## src/rtl/sha1bs_pkg.sv

```systemverilog
// shared types and sizes for the sha-1 byte stream hasher
// used by sha1bs_compress and sha1_byte_stream_hasher_core; no dependencies
`default_nettype none

package sha1bs_pkg;

    // words in one message block and in the digest
    localparam int BLOCK_WORDS  = 16;
    localparam int DIGEST_WORDS = 5;

    // widths of the stream payloads
    localparam int S_TDATA_W = 8;
    localparam int M_TDATA_W = 40;

    // chaining value, element 0 is the most significant digest word
    typedef logic [DIGEST_WORDS-1:0][31:0] chain_t;

    // write request into the block memory
    typedef struct packed {
        logic        en;
        logic [3:0]  addr;
        logic [31:0] data;
    } wr_req_t;

    // control from the sequencer to the compression unit
    typedef struct packed {
        logic start;
        logic init;
    } ctl_t;

    // status back from the compression unit
    typedef struct packed {
        logic busy;
        logic done;
    } sts_t;

endpackage

`default_nettype wire

```

## src/rtl/sha1bs_compress.sv

```systemverilog
// sha-1 compression unit: block word memories, 80-round datapath, chaining value
// depends on sha1bs_pkg
`default_nettype none

module sha1bs_compress (
    input  wire logic              aclk,
    input  wire logic              aresetn,
    input  wire sha1bs_pkg::wr_req_t wr_req,
    input  wire sha1bs_pkg::ctl_t  ctl,
    output sha1bs_pkg::sts_t       sts,
    output sha1bs_pkg::chain_t     chain
);
    import sha1bs_pkg::*;

    localparam logic [1:0] C_IDLE  = 2'd0;
    localparam logic [1:0] C_PRIME = 2'd1;
    localparam logic [1:0] C_ROUND = 2'd2;
    localparam logic [1:0] C_FOLD  = 2'd3;

    localparam logic [6:0] LAST_ROUND = 7'd79;
    localparam logic [6:0] RND_20     = 7'd20;
    localparam logic [6:0] RND_40     = 7'd40;
    localparam logic [6:0] RND_60     = 7'd60;

    localparam logic [31:0] K_0 = 32'h5a827999;
    localparam logic [31:0] K_1 = 32'h6ed9eba1;
    localparam logic [31:0] K_2 = 32'h8f1bbcdc;
    localparam logic [31:0] K_3 = 32'hca62c1d6;

    localparam chain_t IV = {32'hc3d2e1f0, 32'h10325476, 32'h98badcfe,
                             32'hefcdab89, 32'h67452301};

    // two copies of the block, so three schedule taps are read per cycle
    logic [31:0] mem_a [0:BLOCK_WORDS-1];
    logic [31:0] mem_b [0:BLOCK_WORDS-1];

    logic [1:0]  st_reg, st_next;
    logic [6:0]  t_reg, t_next;
    logic [31:0] a_reg, b_reg, c_reg, d_reg, e_reg;
    logic [31:0] a_next, b_next, c_next, d_next, e_next;
    logic [31:0] wd1_reg, wd2_reg, wd3_reg;
    logic [31:0] qa0_reg, qa1_reg, qb_reg;
    chain_t      chain_reg, chain_next;

    logic [3:0]  rd_base;
    logic [3:0]  ra0, ra1, rb;
    logic        sched;
    logic [31:0] w_mix, w_cur;
    logic [31:0] f_val, k_val, tmp_sum;
    logic        mem_we;
    logic [3:0]  mem_wa;
    logic [31:0] mem_wd;

    // read addresses for the round after this one: w[t], w[t-8], w[t-14]
    always_comb begin
        rd_base = (st_reg == C_ROUND) ? (t_reg[3:0] + 4'd1) : 4'd0;
        ra0     = rd_base;
        ra1     = rd_base + 4'd8;
        rb      = rd_base + 4'd2;
    end

    // message schedule, w[t-3] comes from the short delay line
    always_comb begin
        sched = (t_reg[6:4] != 3'd0);
        w_mix = qa0_reg ^ qa1_reg ^ qb_reg ^ wd3_reg;
        w_cur = sched ? {w_mix[30:0], w_mix[31]} : qa0_reg;
    end

    // round function and constant by quarter
    always_comb begin
        if (t_reg < RND_20) begin
            f_val = (b_reg & c_reg) | (~b_reg & d_reg);
            k_val = K_0;
        end else if (t_reg < RND_40) begin
            f_val = b_reg ^ c_reg ^ d_reg;
            k_val = K_1;
        end else if (t_reg < RND_60) begin
            f_val = (b_reg & c_reg) | (b_reg & d_reg) | (c_reg & d_reg);
            k_val = K_2;
        end else begin
            f_val = b_reg ^ c_reg ^ d_reg;
            k_val = K_3;
        end
        tmp_sum = {a_reg[26:0], a_reg[31:27]} + f_val + e_reg + w_cur + k_val;
    end

    // memory write port: expanded schedule words during rounds, loads otherwise
    always_comb begin
        if ((st_reg == C_ROUND) && sched) begin
            mem_we = 1'b1;
            mem_wa = t_reg[3:0];
            mem_wd = w_cur;
        end else begin
            mem_we = wr_req.en;
            mem_wa = wr_req.addr;
            mem_wd = wr_req.data;
        end
    end

    // block memories with registered reads
    always_ff @(posedge aclk) begin
        if (mem_we) begin
            mem_a[mem_wa] <= mem_wd;
            mem_b[mem_wa] <= mem_wd;
        end
        qa0_reg <= mem_a[ra0];
        qa1_reg <= mem_a[ra1];
        qb_reg  <= mem_b[rb];
    end

    // sequencing and working variables
    always_comb begin
        st_next    = st_reg;
        t_next     = t_reg;
        a_next     = a_reg;
        b_next     = b_reg;
        c_next     = c_reg;
        d_next     = d_reg;
        e_next     = e_reg;
        chain_next = chain_reg;
        case (st_reg)
            C_IDLE: begin
                if (ctl.start) begin
                    st_next = C_PRIME;
                    t_next  = 7'd0;
                end
            end
            C_PRIME: begin
                a_next  = chain_reg[0];
                b_next  = chain_reg[1];
                c_next  = chain_reg[2];
                d_next  = chain_reg[3];
                e_next  = chain_reg[4];
                st_next = C_ROUND;
            end
            C_ROUND: begin
                a_next = tmp_sum;
                b_next = a_reg;
                c_next = {b_reg[1:0], b_reg[31:2]};
                d_next = c_reg;
                e_next = d_reg;
                t_next = t_reg + 7'd1;
                if (t_reg == LAST_ROUND) begin
                    st_next = C_FOLD;
                end
            end
            C_FOLD: begin
                chain_next[0] = chain_reg[0] + a_reg;
                chain_next[1] = chain_reg[1] + b_reg;
                chain_next[2] = chain_reg[2] + c_reg;
                chain_next[3] = chain_reg[3] + d_reg;
                chain_next[4] = chain_reg[4] + e_reg;
                st_next       = C_IDLE;
            end
            default: begin
                st_next = C_IDLE;
            end
        endcase
        if (ctl.init) begin
            chain_next = IV;
        end
    end

    always_ff @(posedge aclk) begin
        if (!aresetn) begin
            st_reg    <= C_IDLE;
            t_reg     <= 7'd0;
            chain_reg <= IV;
        end else begin
            st_reg    <= st_next;
            t_reg     <= t_next;
            chain_reg <= chain_next;
        end
    end

    // working variables and schedule delay line
    always_ff @(posedge aclk) begin
        a_reg <= a_next;
        b_reg <= b_next;
        c_reg <= c_next;
        d_reg <= d_next;
        e_reg <= e_next;
        if (st_reg == C_ROUND) begin
            wd1_reg <= w_cur;
            wd2_reg <= wd1_reg;
            wd3_reg <= wd2_reg;
        end
    end

    assign sts.busy = (st_reg != C_IDLE);
    assign sts.done = (st_reg == C_FOLD);
    assign chain    = chain_reg;

    // loads from outside never collide with a running compression
    a_ext_wr_idle: assert property (@(posedge aclk) disable iff (!aresetn)
        wr_req.en |-> (st_reg == C_IDLE))
        else $error("block write while compression runs");

    // priming always starts the rounds at zero
    a_prime_round: assert property (@(posedge aclk) disable iff (!aresetn)
        (st_reg == C_PRIME) |=> (st_reg == C_ROUND) && (t_reg == 7'd0))
        else $error("rounds did not start at zero");

    // the round after the last one folds, and folding returns to idle
    a_last_fold: assert property (@(posedge aclk) disable iff (!aresetn)
        (st_reg == C_ROUND) && (t_reg == LAST_ROUND) |=> (st_reg == C_FOLD) ##1
        (st_reg == C_IDLE))
        else $error("fold sequence broken");

    // a start is only seen while idle
    a_start_idle: assert property (@(posedge aclk) disable iff (!aresetn)
        ctl.start |-> (st_reg == C_IDLE))
        else $error("start while busy");

endmodule

`default_nettype wire

```

## src/rtl/sha1_byte_stream_hasher_core.sv

```systemverilog
// sha-1 over a byte stream: byte packing, padding, length and digest output
// depends on sha1bs_pkg and sha1bs_compress
//
//  channel  dir  ports                       contents
//  s_       in   tvalid tready tdata tuser   tdata[7:0] data_byte, tuser has_byte,
//                tlast                       tlast last
//  m_       out  tvalid tready tdata tlast   tdata[31:0] digest_word,
//                                            tdata[34:32] word_index, tlast last_word
//
// one byte is taken per cycle while a block fills; every 64th byte starts a
// compression (start, memory prime, 80 rounds at one per cycle, fold).
// closing a message takes up to 18 word writes of padding and length, one or two
// compressions, then five output items. aresetn clears all control state and
// loads the initial chaining value. no input item is taken while a compression,
// padding or the digest output is under way; the output holds under m_tready low.
`default_nettype none

module sha1_byte_stream_hasher_core (
    input  wire logic                             aclk,
    input  wire logic                             aresetn,
    input  wire logic                             s_tvalid,
    output logic                                  s_tready,
    input  wire logic [sha1bs_pkg::S_TDATA_W-1:0] s_tdata,  // [7:0] data_byte
    input  wire logic                             s_tuser,  // [0] has_byte
    input  wire logic                             s_tlast,
    output logic                                  m_tvalid,
    input  wire logic                             m_tready,
    output logic [sha1bs_pkg::M_TDATA_W-1:0]      m_tdata,  // [31:0] digest_word,
                                                            // [34:32] word_index
    output logic                                  m_tlast
);
    import sha1bs_pkg::*;

    localparam logic [2:0] S_IDLE   = 3'd0;
    localparam logic [2:0] S_CSTART = 3'd1;
    localparam logic [2:0] S_CWAIT  = 3'd2;
    localparam logic [2:0] S_PAD80  = 3'd3;
    localparam logic [2:0] S_PADZ   = 3'd4;
    localparam logic [2:0] S_LENHI  = 3'd5;
    localparam logic [2:0] S_LENLO  = 3'd6;
    localparam logic [2:0] S_OUT    = 3'd7;

    localparam logic [1:0] AFT_IDLE  = 2'd0;
    localparam logic [1:0] AFT_PAD80 = 2'd1;
    localparam logic [1:0] AFT_PADZ  = 2'd2;
    localparam logic [1:0] AFT_OUT   = 2'd3;

    localparam logic [3:0] LEN_HI_IDX  = 4'd14;
    localparam logic [3:0] LEN_LO_IDX  = 4'd15;
    localparam logic [4:0] ZERO_END_1  = 5'd14;
    localparam logic [4:0] ZERO_END_2  = 5'd16;
    localparam logic [3:0] SECOND_FROM = 4'd14;
    localparam logic [2:0] LAST_OUT    = 3'(DIGEST_WORDS - 1);
    localparam logic [7:0] PAD_BYTE    = 8'h80;

    logic [2:0]  st_reg, st_next;
    logic [1:0]  aft_reg, aft_next;
    logic [5:0]  fill_reg, fill_next;
    logic [23:0] acc_reg, acc_next;
    logic [63:0] bitlen_reg, bitlen_next;
    logic        second_reg, second_next;
    logic [4:0]  zptr_reg, zptr_next;
    logic [2:0]  ocnt_reg, ocnt_next;

    wr_req_t     wr_req;
    ctl_t        ctl;
    sts_t        core_sts;
    chain_t      chain;

    logic        in_acc;
    logic        out_acc;
    logic [31:0] pad_word;
    logic        zero_done;

    sha1bs_compress u_compress (
        .aclk    (aclk),
        .aresetn (aresetn),
        .wr_req  (wr_req),
        .ctl     (ctl),
        .sts     (core_sts),
        .chain   (chain)
    );

    // handshakes
    assign s_tready = (st_reg == S_IDLE);
    assign in_acc   = s_tvalid & s_tready;
    assign m_tvalid = (st_reg == S_OUT);
    assign out_acc  = m_tvalid & m_tready;

    // digest item
    assign m_tdata = {{(M_TDATA_W - 35){1'b0}}, ocnt_reg, chain[ocnt_reg]};
    assign m_tlast = (ocnt_reg == LAST_OUT);

    // closing word: gathered bytes, then the pad byte, then zeros
    always_comb begin
        case (fill_reg[1:0])
            2'd0:    pad_word = {PAD_BYTE, 24'h0};
            2'd1:    pad_word = {acc_reg[7:0], PAD_BYTE, 16'h0};
            2'd2:    pad_word = {acc_reg[15:0], PAD_BYTE, 8'h0};
            default: pad_word = {acc_reg[23:0], PAD_BYTE};
        endcase
        zero_done = second_reg ? (zptr_reg == ZERO_END_2) : (zptr_reg >= ZERO_END_1);
    end

    // block memory writes
    always_comb begin
        wr_req = '0;
        case (st_reg)
            S_IDLE: begin
                if (in_acc && s_tuser && (fill_reg[1:0] == 2'd3)) begin
                    wr_req.en   = 1'b1;
                    wr_req.addr = fill_reg[5:2];
                    wr_req.data = {acc_reg, s_tdata};
                end
            end
            S_PAD80: begin
                wr_req.en   = 1'b1;
                wr_req.addr = fill_reg[5:2];
                wr_req.data = pad_word;
            end
            S_PADZ: begin
                if (!zero_done) begin
                    wr_req.en   = 1'b1;
                    wr_req.addr = zptr_reg[3:0];
                end
            end
            S_LENHI: begin
                wr_req.en   = 1'b1;
                wr_req.addr = LEN_HI_IDX;
                wr_req.data = bitlen_reg[63:32];
            end
            S_LENLO: begin
                wr_req.en   = 1'b1;
                wr_req.addr = LEN_LO_IDX;
                wr_req.data = bitlen_reg[31:0];
            end
            default: begin
                wr_req = '0;
            end
        endcase
    end

    assign ctl.start = (st_reg == S_CSTART);
    assign ctl.init  = out_acc && (ocnt_reg == LAST_OUT);

    // message sequencer
    always_comb begin
        st_next     = st_reg;
        aft_next    = aft_reg;
        fill_next   = fill_reg;
        acc_next    = acc_reg;
        bitlen_next = bitlen_reg;
        second_next = second_reg;
        zptr_next   = zptr_reg;
        ocnt_next   = ocnt_reg;
        case (st_reg)
            S_IDLE: begin
                if (in_acc) begin
                    if (s_tuser) begin
                        acc_next    = {acc_reg[15:0], s_tdata};
                        fill_next   = fill_reg + 6'd1;
                        bitlen_next = bitlen_reg + 64'd8;
                    end
                    if (s_tuser && (fill_reg == 6'd63)) begin
                        st_next  = S_CSTART;
                        aft_next = s_tlast ? AFT_PAD80 : AFT_IDLE;
                    end else if (s_tlast) begin
                        st_next = S_PAD80;
                    end
                end
            end
            S_CSTART: begin
                st_next = S_CWAIT;
            end
            S_CWAIT: begin
                if (core_sts.done) begin
                    case (aft_reg)
                        AFT_IDLE:  st_next = S_IDLE;
                        AFT_PAD80: st_next = S_PAD80;
                        AFT_PADZ:  st_next = S_PADZ;
                        default: begin
                            st_next   = S_OUT;
                            ocnt_next = 3'd0;
                        end
                    endcase
                end
            end
            S_PAD80: begin
                second_next = (fill_reg[5:2] >= SECOND_FROM);
                zptr_next   = {1'b0, fill_reg[5:2]} + 5'd1;
                st_next     = S_PADZ;
            end
            S_PADZ: begin
                if (!zero_done) begin
                    zptr_next = zptr_reg + 5'd1;
                end else if (second_reg) begin
                    second_next = 1'b0;
                    zptr_next   = 5'd0;
                    aft_next    = AFT_PADZ;
                    st_next     = S_CSTART;
                end else begin
                    st_next = S_LENHI;
                end
            end
            S_LENHI: begin
                st_next = S_LENLO;
            end
            S_LENLO: begin
                aft_next = AFT_OUT;
                st_next  = S_CSTART;
            end
            S_OUT: begin
                if (out_acc) begin
                    ocnt_next = ocnt_reg + 3'd1;
                    if (ocnt_reg == LAST_OUT) begin
                        st_next     = S_IDLE;
                        fill_next   = 6'd0;
                        bitlen_next = 64'd0;
                    end
                end
            end
            default: begin
                st_next = S_IDLE;
            end
        endcase
    end

    always_ff @(posedge aclk) begin
        if (!aresetn) begin
            st_reg     <= S_IDLE;
            aft_reg    <= AFT_IDLE;
            fill_reg   <= 6'd0;
            bitlen_reg <= 64'd0;
            second_reg <= 1'b0;
            zptr_reg   <= 5'd0;
            ocnt_reg   <= 3'd0;
        end else begin
            st_reg     <= st_next;
            aft_reg    <= aft_next;
            fill_reg   <= fill_next;
            bitlen_reg <= bitlen_next;
            second_reg <= second_next;
            zptr_reg   <= zptr_next;
            ocnt_reg   <= ocnt_next;
        end
    end

    // partial word bytes
    always_ff @(posedge aclk) begin
        acc_reg <= acc_next;
    end

    // input and output sides never active together
    a_one_side: assert property (@(posedge aclk) disable iff (!aresetn)
        !(s_tready && m_tvalid))
        else $error("input and output active together");

    // the compression unit only runs while the sequencer waits on it
    a_busy_wait: assert property (@(posedge aclk) disable iff (!aresetn)
        core_sts.busy |-> (st_reg == S_CWAIT))
        else $error("compression running outside wait");

    // after the final digest word the message state is back to empty
    a_reinit: assert property (@(posedge aclk) disable iff (!aresetn)
        m_tvalid && m_tready && m_tlast |=> s_tready && (fill_reg == 6'd0) &&
        (bitlen_reg == 64'd0))
        else $error("state not cleared after digest");

endmodule

`default_nettype wire

```

## config.mk

```make
export PLATFORM = sky130hd
export DESIGN_NAME = sha1_byte_stream_hasher_core
export DESIGN_NICKNAME = d
export VERILOG_FILES = /design/src/rtl/sha1bs_pkg.sv /design/src/rtl/sha1bs_compress.sv /design/src/rtl/sha1_byte_stream_hasher_core.sv
export SDC_FILE = /design/constraint.sdc
export NUM_CORES = 2
export LEC_CHECK = 0
export ABC_AREA = 1
export BUFFER_PORTS_ARGS = -buffer_cell sky130_fd_sc_hd__buf_2
export CORE_UTILIZATION = 45
export CTS_BUF_LIST = sky130_fd_sc_hd__clkbuf_4
export CTS_CLUSTER_SIZE = 16
export DETAILED_ROUTE_END_ITERATION = 16
export HOLD_SLACK_MARGIN = 0.05
export PLACE_DENSITY = 0.59
export SLEW_MARGIN = 40
export SYNTH_ARGS = -nofsm -noshare
export SYNTH_HDL_FRONTEND = slang
export SYNTH_SLANG_ARGS = --single-unit
```

## constraint.sdc

```tcl
create_clock -name aclk -period 5.8 [get_ports aclk]
set_clock_uncertainty 0.2 [all_clocks]
set_input_delay 0.29 -clock aclk [delete_from_list [all_inputs] [get_ports aclk]]
set_output_delay 0.29 -clock aclk [all_outputs]
set_load 0.05 [all_outputs]
```

; ---- After elaboration in Yosys (flattened, before gate mapping)
; Memory sizes are Yosys's and may differ from the RTL's. A register that Yosys moved wholly into a read port is not among the register bits.
; Cells that the tools add are included.
[op_classes]
magnitude_cmp = 6
addsub = 18
eq_ne = 32
mux = 66
reduce_logical = 27
bitwise_logic = 16
[ops]
columns = operator, n
row1 = $pmux 32 s2, 5
row2 = $add 32x32->32, 9
row3 = $mux 32, 8
row4 = $mux 64, 4
row5 = $xor 32x32->32, 5
row6 = $and 32x32->32, 4
row7 = $pmux 32 s4, 1
row8 = $pmux 64 s2, 1
row9 = $bmux 32 s3, 1
row10 = $or 32x32->32, 3
row11 = $pmux 32 s3, 1
row12 = $add 64x4->64 const B, 1
row13 = $mux 37, 1
row14 = $mux 3, 11
row15 = $not 32->32, 1
row16 = $mux 31, 1
row17 = $pmux 5 s5, 1
row18 = $mux 6, 4
row19 = $pmux 3 s8, 1
row20 = $eq 3x3->1 const B, 5
row21 = $mux 5, 3
row22 = $lt 7x6->1 const B, 2
row23 = $pmux 7 s2, 1
row24 = $mux 2, 6
row25 = 47 further kinds, 85
[totals]
memories = 2
output_inout_bits = 43
wordCells = 190
ramBits = 1024
register_bits = 533
input_bits = 14
[mem_list]
columns = name, depth, word_bits, read_ports, rd_clocked_by_memory_dff, wr, line_no
row1 = u_compress.mem_a, 16, 32, 2, 2, 1, sha1bs_compress.sv:34  ; logic [31:0] mem_a [0:BLOCK_WORDS-1];
row2 = u_compress.mem_b, 16, 32, 1, 1, 1, sha1bs_compress.sv:35  ; logic [31:0] mem_b [0:BLOCK_WORDS-1];

; ---- Depth between registers and ports, before layout
[depth]
depth_word = 11
depth_mapped = 28
mapped_depth_nobuf = 27

; ---- Hierarchy
; From an unflattened synthesis, not the netlist that was laid out.
[unflattened]
cells_unflattened = 7605
area_unflattened_um2 = 65197.5
[by_module_without_submodules]
columns = module, seq_area_each_um2, area_each_um2, cells_each, n_inst
row1 = sha1bs_compress, 28367.2, 57396.3, 6350, 1
row2 = sha1_byte_stream_hasher_core, 2342.2, 7801.2, 1255, 1

; ---- Worst setup path before layout
; Ideal clock, no wire load.
[synth_path]
path_kind = register to register
startpoint = register u_compress.st_reg[0]
endpoint = memory u_compress.mem_b[14][0], enable pin
arrival_time_ns = 5.491
path_buffers = 1
setup_time_ns = 0.421
required_time_ns = 5.179
period_less_slack_ns = 6.112
path_slack_ns = -0.312
path_stages_with_launch = 10
path_cell_list = dfxtp_1 > inv_1 > ha_1 > inv_2 > nor2_2 > inv_1 > clkbuf_1 > a21oi_1 > nand2_1 > nor2_1
[synth_via]
elab_chain_len = 5
elab_cells_between_ends = 6
cone_classes = eq/ne (1) / mux (4) / reduce/logical (1)
[synth_lines]
columns = element, line_no
row1 = from (decl), sha1bs_compress.sv:37  ; logic [1:0] st_reg, st_next;
row2 = from (signal assigned), sha1bs_compress.sv:170  ; st_reg <= st_next;
row3 = $eq 2x2->1 *, sha1bs_compress.sv:89  ; if ((st_reg == C_ROUND) && sched) begin
row4 = $logic_and 1x1->1 *, sha1bs_compress.sv:89
row5 = $mux 1, sha1bs_compress.sv:89
row6 = $mux 1, sha1bs_compress.sv:102  ; if (mem_we) begin
row7 = $mux 1 (not written as such), sha1bs_compress.sv:104  ; mem_b[mem_wa] <= mem_wd;
row8 = to (decl), sha1bs_compress.sv:35
; Mark *: on every way between the ends. The rest lies on a longest branch, timed or not.

; ---- Final worst setup path
[layout_path]
startpoint = register u_compress.t_reg[3]
endpoint = register u_compress.a_reg[25] (data pin)
[layout_via]
elab_chain_len = 9
elab_cells_between_ends = 14
cone_classes = add/sub (4) / order compare (3) / mux (7)
[layout_lines]
columns = element, line_no
row1 = from (decl), sha1bs_compress.sv:38  ; logic [6:0] t_reg, t_next;
row2 = from (signal assigned), sha1bs_compress.sv:171  ; t_reg <= t_next;
row3 = $lt 7x6->1, sha1bs_compress.sv:77  ; end else if (t_reg < RND_60) begin
row4 = $mux 32, sha1bs_compress.sv:77
row5 = $mux 32, sha1bs_compress.sv:74  ; end else if (t_reg < RND_40) begin
row6 = $mux 32, sha1bs_compress.sv:71  ; if (t_reg < RND_20) begin
row7 = $add 32x32->32 (3 in a row), sha1bs_compress.sv:84  ; tmp_sum = {a_reg[26:0], a_reg[31:27]} + f_val + e_reg + w_cur + k_val;
row8 = $add 32x32->32 *, sha1bs_compress.sv:84
row9 = $pmux 32 s2 *, sha1bs_compress.sv:121  ; case (st_reg)
row10 = net u_compress.a_next[25], sha1bs_compress.sv:40  ; logic [31:0] a_next, b_next, c_next, d_next, e_next;
row11 = to (signal assigned), sha1bs_compress.sv:178  ; a_reg <= a_next;
row12 = to (decl), sha1bs_compress.sv:39  ; logic [31:0] a_reg, b_reg, c_reg, d_reg, e_reg;
; The timed path passes the listed nets; every way through them passes the cells marked *.
; A chain may end at the register's enable or synchronous reset.

==> run metrics <==
post-synth top area share=0.358; Cell Pwr Density=672 nW/um^2; Final setup viols=0; Synth area leader=edfxtp_1; synth unique cells=55; Highest Signal Layer=met5; clock sinks=1,138; post-route design area=74,300 um^2; fin. max-slew vios=0; synthesized flop and latch total=1,138; Worst Path Buf+Inv=7; DR iter-0 viols=5,990; RR Endpoint=u_compress.a_reg[25]; DIE WIDTH=386 um; Leak=29.7 nW; hold endpoint=u_compress.wd2_reg[3]; Crit Reg-Reg Startpoint=u_compress.t_reg[3]; core area=146,000 um^2; height of the die=386 um; placed cell area=69,600 um^2; Remaining Overflow, GRT=0; number of synthesized flops with an enable pin=792; CTS buffer count=337; CP startpoint kind=flip-flop; std cell rows=140; Synth-to-Final Area Change=11.8%; vias in the first global route=55,300; First-pass DRT Iterations=6; Arr. time, crit path=6330 ps; top post-synthesis cells by area=edfxtp_1 36%, dfxtp_1 10%, nand2_1 10%; Power Total=49.9 mW; Max VDD drop=0.000647 V; largest net degree at the start of global routing=205; Max-Cap Viols=0; post-DR vias/cell=5.69; period utilisation layout=0.952; CP max stage delay=480 ps; drt drc=0; post-DP HPWL=189,000 um; flop-to-flop setup slack=280 ps; Cells after Synth=7,962; slowest stage cell, crit path=fa_1; first-pass GRT wire length=373,000 um; die area=149,000 um^2; max FFs per register=480; WL met2=114,000 um; crit-path max FO=32; Hold Startpoint=u_compress.wd1_reg[3]; register area share after synthesis=0.462; Met1 Wirelength=112,000 um; Mapped Area=66,400 um^2; TNS Setup=0 ps; Worst Tran Pin Value=938 ps; relative slew slack=0.368; H-Tree Depth=5; upper clock frequency limit=181 MHz; Routed WL per cell=25.0 um; num ports=57; Top FF cell, synth=edfxtp_1; fin nets=8,606; layout cell share with drive strength beyond 1=0.106; Starting Density=0.455; Hold WS=158 ps; maximum clock path buffer count=4; Synth async-reset ratio=0; RSZ-0062 raised after global routing=no; Syn. warnings=0; GRT Resource Usage Total=0.344; via count=59,300; Critical Path Sink Type=flip-flop; Hold Vio Cnt, Final=0; min Tclk post-route=5520 ps; clk slew on worst S/H paths=60 ps; DRT antenna net count=0; Worst Path Required=6610 ps; average size of a mapped cell=8.34 um^2; clock latency on the worst-skew pair=1330 ps; worst hold path depth=0; status=complete, no violations; fin util=0.508; crit path kind=flip-flop to flip-flop; worst hold path class=flip-flop to flip-flop; R2R depth=25; metal3 WL=22,900 um; most frequent CP cell=inv_1; critical path's top delay family=adder cells; CTS tree=yes; WL final=260,000 um; PortBufs=51; initial antenna violation count=22; CTS Root Cell=clkbuf_4; Placer Congestion=1.01
## metrics by stage
stage          setup slack [ps]  instances
2_1_floorplan               806       7966
3_3_place_gp                172       9770
3_5_place_dp                181       9773
4_1_cts                     100      10400
5_1_grt                    2.23      10400
6_report                    277      10400
## cell usage after synthesis, drive strengths merged, types with 118 or more instances
cell type,count
or2,118
inv,942
nor2,551
fa,124
mux2i,127
edfxtp,792
nand3,371
dfxtp,346
a21oi,723
o21ai,798
clkbuf,219
nand2,1811
ha,237
## report_power, final
| part | switching (mW) | internal, mW | leakage, nW |
|---|---|---|---|
| sequential | 1.97 | 10.8 | 9.21 |
| combinational | 19.7 | 9.71 | 17.9 |
| clock | 3.63 | 4.15 | 2.56 |
## how the worst max path moves through the flow
stage                     cells after the start  slack [ps]                start                   end
after global routing                         22           2  u_compress.t_reg[3]  u_compress.a_reg[13]
after global placement                       22         170  u_compress.t_reg[3]  u_compress.a_reg[31]
after detailed placement                     22         180  u_compress.t_reg[3]  u_compress.a_reg[31]
after floorplan                              23         810  u_compress.t_reg[3]  u_compress.a_reg[23]
final                                        25         280  u_compress.t_reg[3]  u_compress.a_reg[25]
after CTS                                    21         100  u_compress.t_reg[3]  u_compress.a_reg[15]
## timing repair
item,4_1_cts,5_1_grt
hold endpoints to repair,277,0
setup buffers,0,2
setup endpoints to repair,0,11
resized for setup,0,7
hold buffers,32,0
## per-layer routing
layer  global-route usage  vias to the layer above
li1                     -                    27700
met1                0.468                    28400
met2                0.526                     2699
met3               0.0800                      484
met4                0.145                       32
met5                    0                        -
## final cells by class
type | instances | area, um^2
diodes | 7 | 17.5
multi-input cells | 5565 | 31200
well taps | 1917 | 2400
inverters | 945 | 3570
repair buffers | 244 | 2090
clock inverters | 86 | 412
fillers | 14200 | 71800
flip-flops and latches | 1138 | 30700
clock buffers | 513 | 3850
## cells in the final DEF, fill, tap and decap left out, drive strengths merged, types with 212 or more instances in the layout
master,Yosys,layout
nand2,1811,1811
o21ai,798,798
clkbuf,219,513
a21oi,723,723
nand3,371,371
inv,942,946
buf,99,212
dfxtp,346,346
nor2,551,551
ha,237,237
edfxtp,792,792
## kinds of logic (layout without fill, tap and decap cells)
logic type / after synthesis / count (layout) / share of synthesized area
simple gates: 3078 / 3078 / 0.193
compound gates: 1850 / 1850 / 0.151
fa+ha+maj: 361 / 361 / 0.0820
xor+xnor: 144 / 144 / 0.0191
buf+inv: 1263 / 1788 / 0.0733
other cells: 1 / 12 / 0.0000564
flops: 1138 / 1138 / 0.462
mux: 127 / 127 / 0.0191
(Power assumes the default switching activity.)
